$ cat src/lrup_pkg.sv
// shared types and constants for the led rgb udp packetizer
// used by lrup_framer, lrup_queue, lrup_serializer and the top level
`default_nettype none

package lrup_pkg;

  // frame size limits
  localparam int unsigned SINGLE_PACKET_MAX = 490;
  localparam int unsigned CHUNK_LEDS        = 489;

  // header bytes
  localparam logic [7:0] HDR_ID_SINGLE = 8'd2;
  localparam logic [7:0] HDR_ID_CHUNK  = 8'd4;
  localparam logic [7:0] HDR_MARK      = 8'hff;

  // kind of header that opens a record
  typedef enum logic [1:0] {
    HDR_NONE,
    HDR_SINGLE,
    HDR_CHUNK
  } hdr_kind_t;

  // input word: one led
  typedef struct packed {
    logic [7:0] red;
    logic [7:0] green;
    logic [7:0] blue;
    logic       last_led;
  } led_word_t;

  // output word: one payload byte
  typedef struct packed {
    logic [7:0] payload_byte;
    logic       packet_end;
    logic       run_last;
  } byte_word_t;

  // framed led waiting for serialization
  typedef struct packed {
    hdr_kind_t   kind;
    logic [15:0] index;
    logic [7:0]  red;
    logic [7:0]  green;
    logic [7:0]  blue;
    logic        pkt_end;
  } led_rec_t;

endpackage

`default_nettype wire

$ cat src/led_rgb_udp_packetizer.sv
// Real-time LED datagram framer. Each input word carries one LED colour; the block
// emits the payload bytes one per cycle while out_stall is low and LEDs are queued:
// red, green, blue per LED, preceded by 2, 255 when an LED opens a single-packet
// frame (led_count up to 490) or by 4, 255, index high, index low when it opens a
// chunk of up to 489 LEDs. An LED inside a packet gives three bytes, an LED that
// opens a packet five or seven. A two-entry queue sits between the framer and the
// byte serializer, so input words are taken while earlier LEDs are still being sent;
// in_stall rises when that queue is full. led_count is written through cfg_write /
// cfg_data; the user must write it only while the block is idle, the block does not enforce it.
// depends on lrup_pkg, lrup_framer, lrup_queue, lrup_serializer
`default_nettype none

module led_rgb_udp_packetizer (
  input  wire                  clk,
  input  wire                  rst,
  input  wire                  cfg_write,
  input  wire           [15:0] cfg_data,
  input  wire                  in_valid,
  output logic                 in_stall,
  input  lrup_pkg::led_word_t  in_word,
  output logic                 out_valid,
  input  wire                  out_stall,
  output lrup_pkg::byte_word_t out_word
);

  lrup_pkg::led_rec_t rec;
  lrup_pkg::led_rec_t head_rec;
  logic accept;
  logic full;
  logic head_valid;
  logic pop;

  assign in_stall = full;
  assign accept   = in_valid && !full;

  // framing state
  lrup_framer u_framer (
    .clk       (clk),
    .rst       (rst),
    .cfg_write (cfg_write),
    .cfg_data  (cfg_data),
    .accept    (accept),
    .in_word   (in_word),
    .rec       (rec)
  );

  // record buffer
  lrup_queue u_queue (
    .clk        (clk),
    .rst        (rst),
    .push       (accept),
    .push_rec   (rec),
    .pop        (pop),
    .full       (full),
    .head_valid (head_valid),
    .head_rec   (head_rec)
  );

  // byte output
  lrup_serializer u_serializer (
    .clk        (clk),
    .rst        (rst),
    .head_valid (head_valid),
    .head_rec   (head_rec),
    .pop        (pop),
    .out_valid  (out_valid),
    .out_stall  (out_stall),
    .out_word   (out_word)
  );

endmodule

`default_nettype wire

$ cat src/lrup_framer.sv
// framing decisions: tracks frame and packet position, tags each led with its header
// depends on lrup_pkg
`default_nettype none

module lrup_framer (
  input  wire                 clk,
  input  wire                 rst,
  input  wire                 cfg_write,
  input  wire          [15:0] cfg_data,
  input  wire                 accept,
  input  lrup_pkg::led_word_t in_word,
  output lrup_pkg::led_rec_t  rec
);

  logic [15:0] led_count;
  logic [8:0]  leds_in_chunk;
  logic [15:0] frame_led_index;
  logic [8:0]  leds_in_chunk_next;
  logic [15:0] frame_led_index_next;

  logic chunked;
  logic frame_end;
  logic pkt_end;

  // mode and packet / frame boundaries for the incoming led
  always_comb begin
    chunked   = ({16'd0, led_count} > 32'(lrup_pkg::SINGLE_PACKET_MAX));
    frame_end = in_word.last_led ||
                (({1'b0, frame_led_index} + 17'd1) >= {1'b0, led_count});
    pkt_end   = frame_end ||
                (chunked && (({1'b0, leds_in_chunk} + 10'd1) >=
                             10'(lrup_pkg::CHUNK_LEDS)));
  end

  // record for the serializer
  always_comb begin
    rec.index   = frame_led_index;
    rec.red     = in_word.red;
    rec.green   = in_word.green;
    rec.blue    = in_word.blue;
    rec.pkt_end = pkt_end;
    if (leds_in_chunk == 9'd0) begin
      rec.kind = chunked ? lrup_pkg::HDR_CHUNK : lrup_pkg::HDR_SINGLE;
    end else begin
      rec.kind = lrup_pkg::HDR_NONE;
    end
  end

  // position update
  always_comb begin
    leds_in_chunk_next   = leds_in_chunk;
    frame_led_index_next = frame_led_index;
    if (frame_end) begin
      leds_in_chunk_next   = 9'd0;
      frame_led_index_next = 16'd0;
    end else begin
      frame_led_index_next = frame_led_index + 16'd1;
      if (pkt_end) begin
        leds_in_chunk_next = 9'd0;
      end else if (leds_in_chunk != 9'h1ff) begin
        leds_in_chunk_next = leds_in_chunk + 9'd1;
      end
    end
  end

  always_ff @(posedge clk) begin
    if (rst) begin
      led_count       <= 16'd1;
      leds_in_chunk   <= 9'd0;
      frame_led_index <= 16'd0;
    end else begin
      if (cfg_write) begin
        led_count <= cfg_data;
      end
      if (accept) begin
        leds_in_chunk   <= leds_in_chunk_next;
        frame_led_index <= frame_led_index_next;
      end
    end
  end

endmodule

`default_nettype wire

$ cat src/lrup_queue.sv
// two-entry queue of framed leds between framer and serializer
// depends on lrup_pkg
`default_nettype none

module lrup_queue (
  input  wire                 clk,
  input  wire                 rst,
  input  wire                 push,
  input  lrup_pkg::led_rec_t  push_rec,
  input  wire                 pop,
  output logic                full,
  output logic                head_valid,
  output lrup_pkg::led_rec_t  head_rec
);

  lrup_pkg::led_rec_t entry [2];
  logic       wr_ptr;
  logic       rd_ptr;
  logic [1:0] count;

  assign full       = (count == 2'd2);
  assign head_valid = (count != 2'd0);
  assign head_rec   = entry[rd_ptr];

  // payload storage
  always_ff @(posedge clk) begin
    if (push) begin
      entry[wr_ptr] <= push_rec;
    end
  end

  // pointers and fill level
  always_ff @(posedge clk) begin
    if (rst) begin
      wr_ptr <= 1'b0;
      rd_ptr <= 1'b0;
      count  <= 2'd0;
    end else begin
      if (push) begin
        wr_ptr <= ~wr_ptr;
      end
      if (pop) begin
        rd_ptr <= ~rd_ptr;
      end
      if (push && !pop) begin
        count <= count + 2'd1;
      end else if (pop && !push) begin
        count <= count - 2'd1;
      end
    end
  end

endmodule

`default_nettype wire

$ cat src/lrup_serializer.sv
// byte serializer: walks the head record byte by byte into the output register
// depends on lrup_pkg
`default_nettype none

module lrup_serializer (
  input  wire                 clk,
  input  wire                 rst,
  input  wire                 head_valid,
  input  lrup_pkg::led_rec_t  head_rec,
  output logic                pop,
  output logic                out_valid,
  input  wire                 out_stall,
  output lrup_pkg::byte_word_t out_word
);

  logic [2:0] pos;
  logic [2:0] last_pos;
  logic       advance;
  lrup_pkg::byte_word_t word_next;

  // byte count of the head record minus one
  always_comb begin
    unique case (head_rec.kind)
      lrup_pkg::HDR_SINGLE: last_pos = 3'd4;
      lrup_pkg::HDR_CHUNK:  last_pos = 3'd6;
      default:              last_pos = 3'd2;
    endcase
  end

  // byte selection
  always_comb begin
    logic [2:0] body_pos;
    body_pos = 3'd0;
    word_next.payload_byte = 8'd0;
    word_next.packet_end   = 1'b0;
    word_next.run_last     = 1'b0;
    unique case (head_rec.kind)
      lrup_pkg::HDR_SINGLE: body_pos = pos - 3'd2;
      lrup_pkg::HDR_CHUNK:  body_pos = pos - 3'd4;
      default:              body_pos = pos;
    endcase
    if (head_rec.kind != lrup_pkg::HDR_NONE && pos == 3'd0) begin
      word_next.payload_byte = (head_rec.kind == lrup_pkg::HDR_CHUNK) ?
                               lrup_pkg::HDR_ID_CHUNK : lrup_pkg::HDR_ID_SINGLE;
    end else if (head_rec.kind != lrup_pkg::HDR_NONE && pos == 3'd1) begin
      word_next.payload_byte = lrup_pkg::HDR_MARK;
    end else if (head_rec.kind == lrup_pkg::HDR_CHUNK && pos == 3'd2) begin
      word_next.payload_byte = head_rec.index[15:8];
    end else if (head_rec.kind == lrup_pkg::HDR_CHUNK && pos == 3'd3) begin
      word_next.payload_byte = head_rec.index[7:0];
    end else begin
      unique case (body_pos)
        3'd0:    word_next.payload_byte = head_rec.red;
        3'd1:    word_next.payload_byte = head_rec.green;
        default: begin
          word_next.payload_byte = head_rec.blue;
          word_next.packet_end   = head_rec.pkt_end;
          word_next.run_last     = 1'b1;
        end
      endcase
    end
  end

  assign advance = !out_valid || !out_stall;
  assign pop     = advance && head_valid && (pos == last_pos);

  // output register
  always_ff @(posedge clk) begin
    if (advance) begin
      out_word <= word_next;
    end
  end

  always_ff @(posedge clk) begin
    if (rst) begin
      out_valid <= 1'b0;
      pos       <= 3'd0;
    end else if (advance) begin
      out_valid <= head_valid;
      if (head_valid) begin
        pos <= (pos == last_pos) ? 3'd0 : pos + 3'd1;
      end
    end
  end

endmodule

`default_nettype wire

$ cat config.mk
export PLATFORM = sky130hd
export DESIGN_NAME = led_rgb_udp_packetizer
export DESIGN_NICKNAME = d
export VERILOG_FILES = /design/src/lrup_pkg.sv /design/src/led_rgb_udp_packetizer.sv /design/src/lrup_framer.sv /design/src/lrup_queue.sv /design/src/lrup_serializer.sv
export SDC_FILE = /design/constraint.sdc
export NUM_CORES = 1
export LEC_CHECK = 0
export ABC_CLOCK_PERIOD_IN_PS = 4310
export BUFFER_PORTS_ARGS = -buffer_cell sky130_fd_sc_hd__buf_2
export CORE_MARGIN = 2
export CORE_UTILIZATION = 25
export DETAILED_ROUTE_END_ITERATION = 8
export GPL_TIMING_DRIVEN = 0
export PLACE_DENSITY = 0.49
export SYNTH_ARGS = -nofsm -noshare
export SYNTH_HDL_FRONTEND = slang
export SYNTH_SLANG_ARGS = --single-unit
export TNS_END_PERCENT = 100
$ cat constraint.sdc
create_clock -name clk -period 4.31 [get_ports clk]
set_input_delay 0.6465 -clock clk [delete_from_list [all_inputs] [get_ports clk]]
set_output_delay 0.6465 -clock clk [all_outputs]
set_load 0.01 [all_outputs]
# == Yosys cells after proc, flatten, opt, wreduce, memory -nomap -nowiden ==
# Memory sizes are Yosys's and may differ from the RTL's. A register that Yosys moved wholly into a read port is not among the register bits.
# Cells that the tools add are included.
# classes
n_addsub,9
magnitude_cmp,3
eq_ne,9
muxes,22
n_bitwise,2
n_reduce_logical,30
# ops
operator,count
$mux W8,4
$mux W9,3
$add A16 B1 Y17 const B,1
$ge A17 B16 Y1,1
$add A16 B1 Y16 const B,1
$gt A16 B9 Y1 const B,1
$mux W16,1
$pmux W8 S2,1
$pmux W3 S2,2
$add A9 B1 Y10 const B,1
$ge A10 B9 Y1 const B,1
$logic_and A1 B1 Y1,10
$add A9 B1 Y9 const B,1
$logic_not A9 Y1,1
$ne A9 B9 Y1 const B,1
$mux W2,4
$eq A3 B1 Y1 const B,2
$eq A3 B2 Y1 const B,2
$logic_not A3 Y1,2
$mux W3,2
$reduce_bool A2 Y1,3
$reduce_or A6 Y1,1
$logic_not A1 Y1,5
$mux W1,5
14 further kinds,19
# totals
ff_bits,59
ramBits,86
in_bits,46
out_inout_bits,12
word_cells,87
memories,1
# mem_list
name,words,width,read_ports,rd_ports_with_merged_regs,write_ports,line,rtl
u_queue.entry,2,43,1,1,1,lrup_queue.sv:16,lrup_pkg::led_rec_t entry [2];

# == Depth between registers and ports, before layout ==
# logic_depth
depth_word,8
ltp_mapped,15
depth_no_buf,13

# == Cells and area by module ==
# A second synthesis with hierarchy kept.
# hier_totals
hier_cells,647
hier_area_um2,7557.2
# modules_own_cells
mod,n_inst,cells_per_inst,area_per_inst_um2,seq_area_each_um2
lrup_queue,1,156,3311.9,2682.6
lrup_framer,1,353,2924.1,820.8
lrup_serializer,1,137,1307.5,380.4
led_rgb_udp_packetizer,1,1,13.8,0.0

# == Worst setup path before layout ==
# Ideal clock, no wire load.
# synth_path
kind,input to register
from,in in_valid
to,mem u_queue.entry[0][0] (netlist name) (enable)
setup_time_ns,0.444
t_arrival_ns,2.963
required_time_ns,3.866
slack_ns,0.904
cell_stages,4
n_path_buf,2
cell_sequence,nand2_1 > clkbuf_1 > clkbuf_1 > nor2_1
# synth_between
elab_chain_cells,3
# synth_lines
element,line,rtl
from (decl),led_rgb_udp_packetizer.sv:18,"input wire in_valid,"
$logic_and A1 B1 Y1,led_rgb_udp_packetizer.sv:34,assign accept = in_valid && !full;
$mux W1,lrup_queue.sv:27,if (push) begin
$mux W1 (implied by the code),lrup_queue.sv:28,entry[wr_ptr] <= push_rec;
to (decl),lrup_queue.sv:16,
# Every way passes these cells.

==> summary.txt <==
Floorplanning
  – Core Rows: 60
  – Chip height: 169 µm
  – # IOs: 58
  – Die width: 169 µm
  – Core area: 0.0269 mm²
  – Die area: about 0.029 mm²
  – Initial core utilization: 25.4%

Logic synthesis
  – Area share of the largest cell type after synthesis: 42.2%
  – Post-Syn Nets: 694
  – Top post-synthesis cells by area: edfxtp_1 42%, dfxtp_1 15%, mux2i_1 5.9%, ha_1 5.5%, a21oi_1 3.7%
  – Seq/Total Area, Yosys: 56.8%
  – Post-synth EDFFs: 96
  – Mean Syn Cell Area: 11.1 µm²
  – Yosys cell types: 53
  – Top-count cell post-synth: edfxtp_1
  – Post-Syn Area: 0.00683 mm²
  – Yosys top cell by area: edfxtp_1
  – Post-synthesis cell count: 618
  – Most frequent cells after synthesis: 96 x edfxtp_1, 56 x nor2_1, 55 x nand2_1
  – Flops & latches, synth: 146
  – Most used flip-flop cell after synthesis: edfxtp_1
  – Asr flop ratio synth: 0%
  – YS warnings: 0

Timing
  – F_max: between 200 and 300 MHz
  – Hold Fails Final Rpt: 0
  – Final clock skew: roughly 0.007 ns
  – Pins Over Slew Limit: 0
  – Actual slew at the worst max-slew pin: approximately 0.86 ns
  – Slew headroom: 42.7%
  – Final min period: 3.91 ns
  – WHS: 0.411 ns
  – Post-route clock period utilization: 90.7%
  – Final count of negative-setup-slack endpoints: 0
  – RSZ-0062 raised after global routing: no

GRT
  – Vias in the first global route: 4792
  – GRT Util Overall: 11.9%
  – Routing usage on met3: approximately 2.4%
  – Met1 Use GR: between 10% and 20%
  – GRT Residual Overflow: 0
  – GR peak layer: met2
  – First-pass GRT wire length: 26200 µm
  – GR met2 Demand/Resource: 18.6%
  – Initial antenna violation count: 0
  – Largest net degree at the start of global routing: 31

Clocking
  – CTS Hold Bufs: 0
  – H-tree levels: 4
  – Cts bufs inserted: 17
  – Clk_lat worst skew: 0.42 ns
  – CTS tree: yes
  – Clock sink total: 146
  – CTS max path bufs: 2
  – Root buf cell: clkbuf_16
  – CTS clk-pin slew, worst paths: 0.06 ns

Placement
  – Dpl cells: 1016
  – # port buffers: 55
  – Detail Placement HPWL: between 10000 and 15000 µm
  – Final GP Congestion: between 0.8 and 0.9

Hold path
  – Hold Path Class: primary input to flop

Finish
  – Multi-input logic area: 0.00272 mm²
  – Nets@finish: 770
  – Fin cells: 1048
  – Final core occ: 30.5%
  – Area growth, synth to finish: 19.9%
  – Fillers: between 2000 and 3000
  – Reg area: 0.00388 mm²
  – Layout cells sized above 1: 16.0%
  – Diodes inserted: 0

Critical path
  – Critical path class: flop to flop
  – Crit path max fanout: 10
  – Arr. time, crit path: about 4.1 ns
  – Worst Setup End Kind: flop
  – Worst path required time: 4.48 ns
  – Setup slack, reg-to-reg: roughly 0.4 ns
  – Setup crit start kind: flop

Routing
  – TritonRoute pass-1 iters: 5
  – DRT iter0 DRCs: 258
  – Drt via density: 4.52
  – WL/cell: 15.4 µm
  – Post-route ant nets: 0
  – # DRC: 0
  – Total routed wirelength: ~16000 µm
  – Via count: 4736

Job
  – Max-Cap Viols: 0

Power and ir drop
  – Worst VDD drop: 0.000282 V
  – Leakage: about 3.0 nW
  – P per Cell Area: about 540 mW/mm²

Outcome
  – Status: finished, final reports clean
metrics by stage:
| step | TNS (ns) | power, mW | setup slack, ns | area (µm²) |
|---|---|---|---|---|
| finish | 0 | 4.43 | 0.400 | 8190 |
| CTS | 0 | 4.50 | 0.272 | 8190 |
| global placement | -33.63 | 2.95 | -0.785 | 7530 |
| floorplan | 0 | 2.58 | 0.904 | 6830 |
| detailed placement | 0 | 2.97 | 0.321 | 7580 |
| global route | 0 | 4.70 | 0.0338 | 8190 |
logic make-up (layout without fill, tap and decap cells):
family	count (synthesis)	after routing	synth area share, %
buf+inv	59	148	3.50
fa+ha+maj	30	30	5.49
xor+xnor	20	20	2.56
simple gates	194	194	13.8
mux	45	45	6.68
flops	146	146	56.8
compound gates	124	124	11.1
area by class of cell:
type                            count  area share (%)
Timing Repair Buffer               57            3.85
Sequential cell                   146            47.4
Tap cell                          341            5.21
Inverter                           28            1.28
Buffer                             31            1.65
Clock buffer                       18            5.24
Clock inverter                     14            2.18
Multi-Input combinational cell    413            33.2
path summary, 6_finish.rpt:
kind,startpoint,cells past startpoint,endpoint
worst max-delay path,flop,12,u_serializer.out_word[2]
worst min-delay path,in_word[23],1,u_queue.entry[1][23]
worst max register to register,flop,12,u_serializer.out_word[2]
worst min register to register,u_framer.led_count[11],2,u_framer.led_count[11]
power breakdown:
part	internal (mW)	switching (mW)
Combinational	0.394	0.668
Clock	0.920	0.602
Sequential	1.76	0.0851
Total	3.08	1.36
critical path, stage by stage, from the launching register on:
cell	delay, ns
dfxtp_1	0.32
clkbuf_1	0.29
buf_1	0.56
mux2i_1	0.43
ha_1	0.33
or2_2	0.30
a21oi_1	0.15
a31oi_1	0.06
buf_2	0.22
clkbuf_1	0.29
a21oi_1	0.23
o21ai_0	0.09
a221o_1	0.38
state kept, by name, summed over array words and instances (netlist names), 2 cells and up, named ones only:
signal                    count
u_serializer.out_word        10
u_serializer.pos              3
u_queue.entry                86
u_framer.frame_led_index     16
u_framer.leds_in_chunk        9
u_framer.led_count           16
u_queue.count                 2
placed cells by master, fill, tap and decap left out, types with 5 or more instances in the layout:
master	instances
buf_2	57
clkbuf_1	22
nand2_1	55
inv_1	27
clkbuf_16	17
edfxtp_1	96
ha_1	30
nand2b_1	7
nor3_1	6
nor2_1	55
mux2i_1	40
a21o_2	8
mux2_2	5
dfxtp_1	50
nand3_1	21
buf_1	5
xor2_1	8
a221o_1	6
a21oi_1	50
or3_1	6
o21ai_0	32
nand4_1	9
xnor2_1	12
or4_1	5
metal layers:
metal	vias to the layer above	share of wire (%)
met3	13	3.8
met2	91	44
met4	0	1.0
li1	2407	-
met5	-	0
met1	2225	51
timing repair:
item | 4_1_cts | 5_1_grt
buffers inserted | 0 | 0
endpoints found under the setup margin | 0 | 10
resized for setup | 0 | 2
(Power assumes the default switching activity.)
